==> config.mk <==
export PLATFORM = sky130hd
export DESIGN_NAME = svm_ctrl
export DESIGN_NICKNAME = d
export VERILOG_FILES = /design/src/svm_pkg.sv /design/src/svm_ctrl.sv
export SDC_FILE = /design/constraint.sdc
export NUM_CORES = 1
export LEC_CHECK = 0
export BUFFER_PORTS_ARGS = -buffer_cell sky130_fd_sc_hd__buf_2
export CAP_MARGIN = 20
export CELL_PAD_IN_SITES_DETAIL_PLACEMENT = 0
export CELL_PAD_IN_SITES_GLOBAL_PLACEMENT = 1
export CORE_MARGIN = 4
export CORE_UTILIZATION = 34
export DETAILED_ROUTE_END_ITERATION = 8
export PLACE_DENSITY_LB_ADDON = 0.1
export SETUP_SLACK_MARGIN = 0.02
export SLEW_MARGIN = 0
export SYNTH_ARGS = -nofsm -noshare
export SYNTH_HDL_FRONTEND = slang
export SYNTH_SLANG_ARGS = --single-unit
==> constraint.sdc <==
create_clock -name clk -period 1.6 [get_ports clk]
set_input_delay 0.32 -clock clk [delete_from_list [all_inputs] [get_ports clk]]
set_output_delay 0.32 -clock clk [all_outputs]
set_load 0.05 [all_outputs]
==> src/svm_pkg.sv <==
// Shared types, request codes and elaboration helpers for the sample voice mixer.
// Used by svm_ctrl, svm_datapath and sample_voice_mixer_top; depends on nothing.
package svm_pkg;

  // Request codes carried in req_type. Codes five to seven do nothing.
  localparam logic [2:0] REQ_WRITE   = 3'd0;
  localparam logic [2:0] REQ_ONESHOT = 3'd1;
  localparam logic [2:0] REQ_LOOP    = 3'd2;
  localparam logic [2:0] REQ_STOP    = 3'd3;
  localparam logic [2:0] REQ_TICK    = 3'd4;

  // Largest value of a 14-bit address field.
  localparam int ADDR_MAX = 16383;

  // Stored samples are the input divided by four, so they need 30 bits.
  localparam int STORE_W = 30;

  // One input beat.
  typedef struct packed {
    logic [2:0]         req_type;
    logic [13:0]        mem_address;
    logic signed [31:0] sample_value;
    logic [13:0]        wave_start;
    logic [14:0]        wave_length;
    logic [1:0]         voice_select;
  } req_t;

  // One result beat.
  typedef struct packed {
    logic signed [31:0] mix_sample;
    logic [1:0]         granted_voice;
    logic               granted;
  } res_t;

  // Commands from the controller to the datapath.
  typedef struct packed {
    logic load;
    logic mod_step;
    logic wr;
    logic claim;
    logic stop;
    logic rd_en;
    logic finish;
  } cmd_t;

  // Number of compare-and-subtract steps that reduce a 14-bit address modulo
  // the memory depth: one step for each shifted copy of the depth that still
  // fits at or below the largest address.
  function automatic int mod_steps(input int depth);
    int n;
    n = 0;
    for (int k = 0; k < 15; k++) begin
      if ((longint'(depth) << k) <= longint'(ADDR_MAX)) n = k + 1;
    end
    return n;
  endfunction

endpackage

==> src/svm_ctrl.sv <==
// Sequencer for the sample voice mixer: accepts requests and steps the datapath.
// Depends on svm_pkg for the request codes and the command struct.
module svm_ctrl #(
  parameter int VOICES    = 4,
  parameter int MOD_STEPS = 1,
  parameter int SW        = 3
) (
  input  logic              clk,
  input  logic              rst,
  input  logic              start,
  input  logic [2:0]        req_type,
  output logic              busy,
  output logic              done,
  output svm_pkg::cmd_t     cmd,
  output logic [SW-1:0]     slot
);

  localparam int SLOTS = 2 * VOICES;
  localparam int CNT_A = (SLOTS > MOD_STEPS) ? SLOTS : MOD_STEPS;
  localparam int CW    = (CNT_A > 1) ? $clog2(CNT_A) : 1;

  typedef enum logic [2:0] {
    S_IDLE,
    S_MOD,
    S_EXEC,
    S_READ,
    S_ADD,
    S_FIN
  } state_t;

  state_t        state;
  logic [2:0]    kind;
  logic [CW-1:0] count;

  // State, step counter and the registered result strobe.
  always_ff @(posedge clk) begin
    if (rst) begin
      state <= S_IDLE;
      kind  <= svm_pkg::REQ_WRITE;
      count <= '0;
      done  <= 1'b0;
    end else begin
      done <= (state == S_FIN);
      case (state)
        S_IDLE: begin
          if (start) begin
            kind  <= req_type;
            count <= '0;
            if (req_type inside {svm_pkg::REQ_WRITE, svm_pkg::REQ_ONESHOT,
                                 svm_pkg::REQ_LOOP}) begin
              state <= (MOD_STEPS > 0) ? S_MOD : S_EXEC;
            end else if (req_type == svm_pkg::REQ_STOP) begin
              state <= S_EXEC;
            end else if (req_type == svm_pkg::REQ_TICK) begin
              state <= S_READ;
            end else begin
              state <= S_FIN;
            end
          end
        end
        S_MOD: begin
          if (count == CW'(MOD_STEPS - 1)) begin
            count <= '0;
            state <= S_EXEC;
          end else begin
            count <= count + 1'b1;
          end
        end
        S_EXEC: state <= S_FIN;
        S_READ: begin
          if (count == CW'(SLOTS - 1)) begin
            count <= '0;
            state <= S_ADD;
          end else begin
            count <= count + 1'b1;
          end
        end
        S_ADD:   state <= S_FIN;
        S_FIN:   state <= S_IDLE;
        default: state <= S_IDLE;
      endcase
    end
  end

  assign busy = (state != S_IDLE);
  assign slot = SW'(count);

  // Datapath commands decoded from the state.
  always_comb begin
    cmd          = '0;
    cmd.load     = start && (state == S_IDLE);
    cmd.mod_step = (state == S_MOD);
    cmd.wr       = (state == S_EXEC) && (kind == svm_pkg::REQ_WRITE);
    cmd.claim    = (state == S_EXEC) &&
                   ((kind == svm_pkg::REQ_ONESHOT) || (kind == svm_pkg::REQ_LOOP));
    cmd.stop     = (state == S_EXEC) && (kind == svm_pkg::REQ_STOP);
    cmd.rd_en    = (state == S_READ);
    cmd.finish   = (state == S_FIN);
  end

  // Each request gives exactly one strobe, never two in a row.
  a_done_single: assert property (@(posedge clk) disable iff (rst) done |=> !done)
    else $error("result strobe held for two cycles");

  // An accepted request makes the block busy in the next cycle.
  a_accept_busy: assert property (@(posedge clk) disable iff (rst)
    (start && !busy) |=> busy)
    else $error("request accepted but block not busy");

  // The last state of every request is followed by the strobe and a free block.
  a_fin_done: assert property (@(posedge clk) disable iff (rst)
    (state == S_FIN) |=> (done && !busy))
    else $error("result strobe missing after finish");

endmodule

# Word level (Yosys, flattened, before mapping)
# Index checks and enable logic that the tools add are counted.
[op_classes]
add_sub_neg = 1
multipliers = 0
n_div = 0
order_cmp = 0
n_eq_ne = 16
shift = 0
muxes = 11
bitwise_logic = 0
reduce_logical = 16
[op_table]
columns = ["op", "count"]
rows = [
  ["two-way mux 3 bit", 9],
  ["== test 3 x 2 -> 1 bit, second input constant", 6],
  ["== test 3 bit, second input constant", 4],
  ["zero test 3 bit", 4],
  ["case mux 3 bit (4 select lines)", 1],
  ["== test 3 x 1 -> 1 bit, second input constant", 3],
  ["case mux 3 bit (3 select lines)", 1],
  ["nonzero test 3 bit", 3],
  ["logical AND 1 bit", 4],
  ["inequality test 2 x 1 -> 1 bit, second input constant", 2],
  ["AND reduction 2 bit", 2],
  ["adder 3 x 1 -> 3 bit, second input constant", 1],
  ["AND reduction 3 bit", 1],
  ["inequality test 2 bit, second input constant", 1],
  ["OR reduction 2 bit", 1],
  ["logical OR 1 bit", 1],
]
[totals]
ff_bits = 10
latch_bits = 0
mem_bits_rw = 0
mem_bits_ro = 0
inputBits = 6
output_inout_bits = 12
memories = 0

# Depth between registers and ports, before layout
# Gate-level depths: netlist of the first run.
[depth]
word_depth = 6
depth_mapped = 5
depth_no_buf = 5

# Worst setup path before layout of the first run
# OpenSTA, ideal clock, no wires.
[synth_timing]
path_kind = "register to output"
from = "register state[1]"
to = "output cmd[2] (netlist bit)"
t_arrival_ps = 1691
required_ps = 1280
path_slack_ps = -411
path_stages_with_launch = 5
n_path_buf = 1
cell_sequence = "dfxtp_1 > buf_6 > inv_4 > or4_4 > nor2_1"
[synth_lines]
columns = ["item", "line", "text"]
rows = [
  ["from (decl)", "svm_ctrl.sv:31", "state_t state;"],
  ["from (signal assigned)", "svm_ctrl.sv:51", "state <= (MOD_STEPS > 0) ? S_MOD : S_EXEC;"],
  ["to (decl)", "svm_ctrl.sv:14", "output svm_pkg::cmd_t cmd,"],
]

==> results of run 1 <==
==> final cells by class <==
class                      instances  area [um2]  area share
clock buffer                       4       36.28     0.03898
inverter                           6       25.02     0.02688
timing repair buffer              28       240.2      0.2581
sequential                        10       209.0      0.2245
tap                               24       30.03     0.03226
multi-input combinational         57       390.4      0.4194
==> stage by stage <==
step           TNS [ns]  hold WS (ns)  utilization  power, mW
2_1_floorplan   -0.2257        0.4365            -     0.5477
3_3_place_gp   -0.04742        0.4568       0.4835     0.6290
3_5_place_dp   -0.06504        0.4526       0.4835     0.6275
4_1_cts         -0.5932        0.3103       0.5440     0.9163
5_1_grt         -0.8452        0.3069       0.5840      1.016
6_report        -0.5759        0.3219       0.5840     0.9458
==> placed cells by master (no fill, tap or decap), types with 2 or more instances in the layout <==
cell type  n
a21oi_1    9
buf_2      9
buf_4      8
buf_6      8
buf_8      3
clkbuf_4   3
dfxtp_1    5
dfxtp_2    4
ha_1       3
inv_1      2
inv_2      3
nand2_1    8
nand2_2    2
nand3_1    6
nor2_1     4
nor2_2     2
nor2_4     3
nor2b_1    2
nor3_1     2
nor3_4     2
o21ai_0    3
==> critical path: cells and delay by family (launching register included) <==
family                 cells  cell delay [ns]
and+or+nand+nor            2             0.71
buffers and inverters      1             0.18
DFF                        1             0.33
==> sequential cells by signal, indices dropped and copies added, names as in the netlist <==
signal  count
done        1
kind        3
state       3
slot        3
==> how the worst max path moves through the flow <==
stage / to / slack [ns]
2_1_floorplan: cmd[4] / -0.20
3_3_place_gp: cmd[4] / -0.05
3_5_place_dp: cmd[4] / -0.07
4_1_cts: cmd[4] / -0.23
5_1_grt: cmd[4] / -0.27
6_report: cmd[4] / -0.22
==> where the power goes <==
group / internal [mW] / leakage (nW) / switching, mW
Clock: 0.138 / 0.0210 / 0.0968
Sequential: 0.272 / 0.0841 / 0.0206
Combinational: 0.177 / 0.292 / 0.241
Total: 0.588 / 0.397 / 0.358
==> logic make-up after synthesis <==
logic type / Yosys count / share of synthesized area
fa+ha+maj: 3 / 0.06199
simple gates: 36 / 0.3244
xor+xnor: 1 / 0.01447
compound gates: 17 / 0.1818
buf+inv: 10 / 0.08678
flops: 10 / 0.3306
==> layer usage <==
layer	wire [um]	GRT usage	share of wire	up-vias
met4	22	0.1106	0.014	0
li1	-	-	-	320
met3	79	0.04734	0.051	2
met2	705	0.1870	0.46	15
met1	730	0.1682	0.47	282
met5	0	0	0	-
==> timing repair <==
| item | 4_1_cts | 5_1_grt |
|---|---|---|
| pin swaps | 4 | 4 |
| endpoints found under the hold margin | 0 | 0 |
| setup buffers | 1 | 3 |
| endpoints found under the setup margin | 8 | 8 |
| resized for setup | 16 | 17 |
==> impl_metrics.tcl, run 1 <==
set metrics [dict create \
    finalWorstSetupSlack_ns -0.2195 \
    ys_ff_latch 10 \
    path_clk_slew_ns 0.07 \
    p_leak_nw 0.3966 \
    die_height_um 50.21 \
    dr.pass1.iters 4 \
    wire_per_inst_um 11.91 \
    yosysSeqAreaShare 0.3306 \
    violations "negative setup slack" \
    synth-main-ff-cell "dfxtp_1" \
    clkLatencyLatePin_ns 0.28 \
    synth_top_area_cell "dfxtp_1" \
    tightest_slew_ns 0.4322 \
    avgSynthCellArea_um2 7.865 \
    synthCells 77 \
    crit_path_start_kind "flop" \
    cts_buffers 3 \
    htree_levels 1 \
    hold_start "req_type[2]" \
    netlist_area_um2 605.6 \
    yosys_warnings 0 \
    die_w_um 50.21 \
    cts_tree "yes" \
    r2r_slack_ns 0.07 \
    dpl_cell_area_um2 770.7 \
    setup_viol_count_final 3 \
    core_mm2 0.001594 \
    gr-total-overflow 0 \
    antenna_found_initial 0 \
    period_share 1.137 \
    fin_crit_ns 1.819 \
    dp_hpwl_um 1087 \
    p_per_area_mw_per_mm2 1016 \
    placed_cells 121 \
    postCtsHoldBufs 0 \
    worstSetupStartpoint "state[0]" \
    diodes 0 \
    root_buffer "clkbuf_4" \
    via_count 619 \
    synthDistinctLibCells 28 \
    path_class "reg2out" \
    vdd_drop_max_mv 0.4542 \
    syn_nets 86 \
    relSlewSlack 0.7119 \
    timing.rr.start "slot[0]" \
    async_reset_ff_frac 0 \
    cts.sinks 10 \
    cp.arrival_ns 1.50 \
    hold_path_depth 3 \
    status "finished, violations left" \
    min_to "kind[2]" \
    dieArea_mm2 0.002521 \
    cp_max_fo 3 \
    r2r_end "slot[0]" \
    rsz0062_at_grt "true" \
    synth_top_cells_by_area "dfxtp_1 (33%), a21oi_1 (7.4%), ha_1 (6.2%)" \
    n_fill_cell 153 \
    io_pins 18 \
    grt_max_degree 10 \
    route.detailed.drc 0 \
    fmax_mhz 549.6 \
    grt_pass1_vias 543 \
    num_rows 14 \
    crit_path_max_incr_delay_ns 0.57 \
    end_kind "output port" \
    port_buffers 17 \
    clk_path_buf_depth 2 \
    synth_edf_count 0 \
    dp_slack_ns -0.06504 \
    gp_congestion 0.7669 \
    drv_slew 0 \
    stdcell_count 129 \
    fin_area_um2 930.9 \
    worst_clock_skew_ns 0.008166 \
    wl_um 1537 \
    avgViaCountPerCell 4.798 \
    maxCapViolCount 0 \
    worstRegToRegCells 5 \
    grt.total_usage 0.1355 \
    hold_viol 0 \
    layout.nets 115 \
    grt_pass1_wl_um 2484 \
    hold_path_class "in2reg" \
    drive_gt1_frac 0.5143 \
    synth_top_area_frac 0.3306 \
    synthTopCellsByCount "dfxtp_1 (10), nand2_1 (10), a21oi_1 (9)" \
    required_ns 1.28 \
    initial_core_util 0.3799 \
    drtIter0Drc 9 \
    cp_slowest_cell "or4_4" \
    ant_nets 0 \
    crit_chain "or4_4 > nor3_4 > buf_6" \
    area_growth_pct 53.72 \
]
(Power assumes the default switching activity.)
==> inputs of run 2 (changes only) <==
CELL_PAD_IN_SITES_DETAIL_PLACEMENT = default   (was 0)
CELL_PAD_IN_SITES_GLOBAL_PLACEMENT = default   (was 1)
CORE_AREA = 4 4 41 43   (was default)
CORE_MARGIN = default   (was 4)
CORE_UTILIZATION = default   (was 34)
DIE_AREA = 0 0 45 47   (was default)
==> run 2 against run 1 <==
The flow still finishes with violations (negative setup slack). Flip-flop and latch count did not move. Worst hold slack improved by 0.017 ns. Maximum frequency is 0.77% higher. Critical endpoint unchanged. Clock power decreased by 26%. Die area down 16%.
==> impl_metrics.tcl, run 2 (synthesis results as in run 1) <==
set metrics [dict create \
    status "finished, violations left" \
    violations "negative setup slack" \
    fmax_mhz 553.8 \
    period_share 1.129 \
    path_clk_slew_ns 0.06 \
    worstRegToRegCells 5 \
    n_fill_cell 110 \
    avgViaCountPerCell 5.355 \
    p_per_area_mw_per_mm2 988.3 \
    hold_viol 0 \
    tightest_slew_ns 0.3079 \
    vdd_drop_max_mv 0.5184 \
    core_mm2 0.001301 \
    finalWorstSetupSlack_ns -0.2057 \
    route.detailed.drc 0 \
    fin_crit_ns 1.806 \
    wl_um 1550 \
    via_count 648 \
    ff_latch_area_um2 206.4 \
    combPwrFrac 0.497 \
    num_rows 13 \
    drtIter0Drc 19 \
    required_ns 1.28 \
    clkLatencyLatePin_ns 0.26 \
    power.net_switching_mw 0.3625 \
    io_pins 18 \
    seqPwrFrac 0.316 \
    wire_per_inst_um 12.81 \
    drv_slew 0 \
    r2r_end "slot[0]" \
    cp.arrival_ns 1.49 \
    cts.sinks 10 \
    crit_path_start_kind "flop" \
    min_to "kind[2]" \
    placed_cells 111 \
    multi_input_area_um2 401.6 \
    die_w_um 45 \
    gp_congestion 0.7511 \
    cp_max_fo 3 \
    r2r_slack_ns 0.12 \
    maxCapViolCount 0 \
    grt.total_usage 0.1509 \
    postCtsHoldBufs 0 \
    hold_path_depth 3 \
    final_common_cell "buf_4" \
    hold_path_class "in2reg" \
    holdWs_ns 0.3388 \
    cts_tree "yes" \
    cts_buffers 3 \
    dp_hpwl_um 1086 \
    layout.nets 117 \
    root_buffer "clkbuf_4" \
    stdcell_count 121 \
    diodes 0 \
    area_growth_pct 54.55 \
    dr.pass1.iters 4 \
    end_kind "output port" \
    initial_core_util 0.4654 \
    intPower_mw 0.5624 \
    grt_pass1_wl_um 2346 \
    htree_levels 1 \
    worst_clock_skew_ns 0.002954 \
    ant_nets 0 \
    clkPwrFrac 0.187 \
    grt_max_degree 10 \
    path_class "reg2out" \
    gr-total-overflow 0 \
    rsz0062_at_grt "true" \
    grt_pass1_vias 559 \
    relSlewSlack 0.7947 \
    clk_path_buf_depth 2 \
    drive_gt1_frac 0.5094 \
    p_leak_nw 0.4010 \
    timing.rr.start "slot[0]" \
    port_buffers 17 \
    hold_start "req_type[2]" \
    antenna_found_initial 0 \
    final_cell_mix "buf_4 (10), a21oi_1 (9), buf_2 (9)" \
    setup_viol_count_final 3 \
    dieArea_mm2 0.002115 \
    die_height_um 47 \
    p_sw_frac 0.3919 \
]
[run 2: cell types whose count changed in the layout (fill, tap and decap cells not counted), sizes merged]
| cell | previous run | this run |
|---|---|---|
| buf | 28 | 30 |
| clkbuf | 4 | 3 |
[run 2: layer usage]
layer  wire length, um  vias up  global-route usage  share of wire
li1                  -      324                   -              -
met1               628      298              0.1801           0.41
met2               818       24              0.2740           0.53
met3                87        2             0.02299          0.056
met4                16        0             0.05263          0.010
met5                 0        -                   0              0
[run 2: worst max-delay path, cell delays in order (launching register included)]
cell	delay, ns
dfxtp_2	0.32
or4_4	0.59
nor3_4	0.14
buf_6	0.18
[run 2: through the flow]
stage	instance area, um2	power (mW)	util	worst slack [ns]	setup TNS, ns
3_5_place_dp	752.0	0.6267	0.5779	-0.06275	-0.06275
5_1_grt	935.9	0.9720	0.7192	-0.2495	-0.6964
2_1_floorplan	636.9	0.5477	-	-0.1965	-0.2257
4_1_cts	830.8	0.8451	0.6385	-0.2149	-0.5576
6_report	935.9	0.9249	0.7192	-0.2057	-0.5394
3_3_place_gp	752.0	0.6243	0.5779	-0.05199	-0.05199
[run 2: area by class of cell]
cell class,instances,area share
multi-input combinational,57,0.4291
timing repair buffer,30,0.2767
sequential,10,0.2206
inverter,6,0.02941
clock buffer,3,0.02406
tap,15,0.02005
[run 2: repair_timing]
item                                    4_1_cts  5_1_grt
setup buffers                                 1        6
resized for setup                            14       23
endpoints found under the setup margin        6       10
pin swaps                                     5        4
hold endpoints to repair                      0        0
[run 2: how the worst max path moves through the flow]
stage,startpoint,endpoint,cells after the start
4_1_cts,kind[2],cmd[4],3
3_5_place_dp,state[1],cmd[4],4
2_1_floorplan,state[1],cmd[4],4
6_report,kind[2],cmd[4],3
5_1_grt,kind[2],cmd[4],3
3_3_place_gp,state[1],cmd[4],4
[run 2: power by group through the flow]
| stage | Combinational [mW] | Clock (mW) | Sequential (mW) |
|---|---|---|---|
| floorplan | 0.248 | 0 | 0.299 |
| global placement | 0.330 | 0 | 0.294 |
| detailed placement | 0.331 | 0 | 0.295 |
| CTS | 0.380 | 0.174 | 0.291 |
| global route | 0.492 | 0.183 | 0.297 |
| finish | 0.460 | 0.173 | 0.293 |
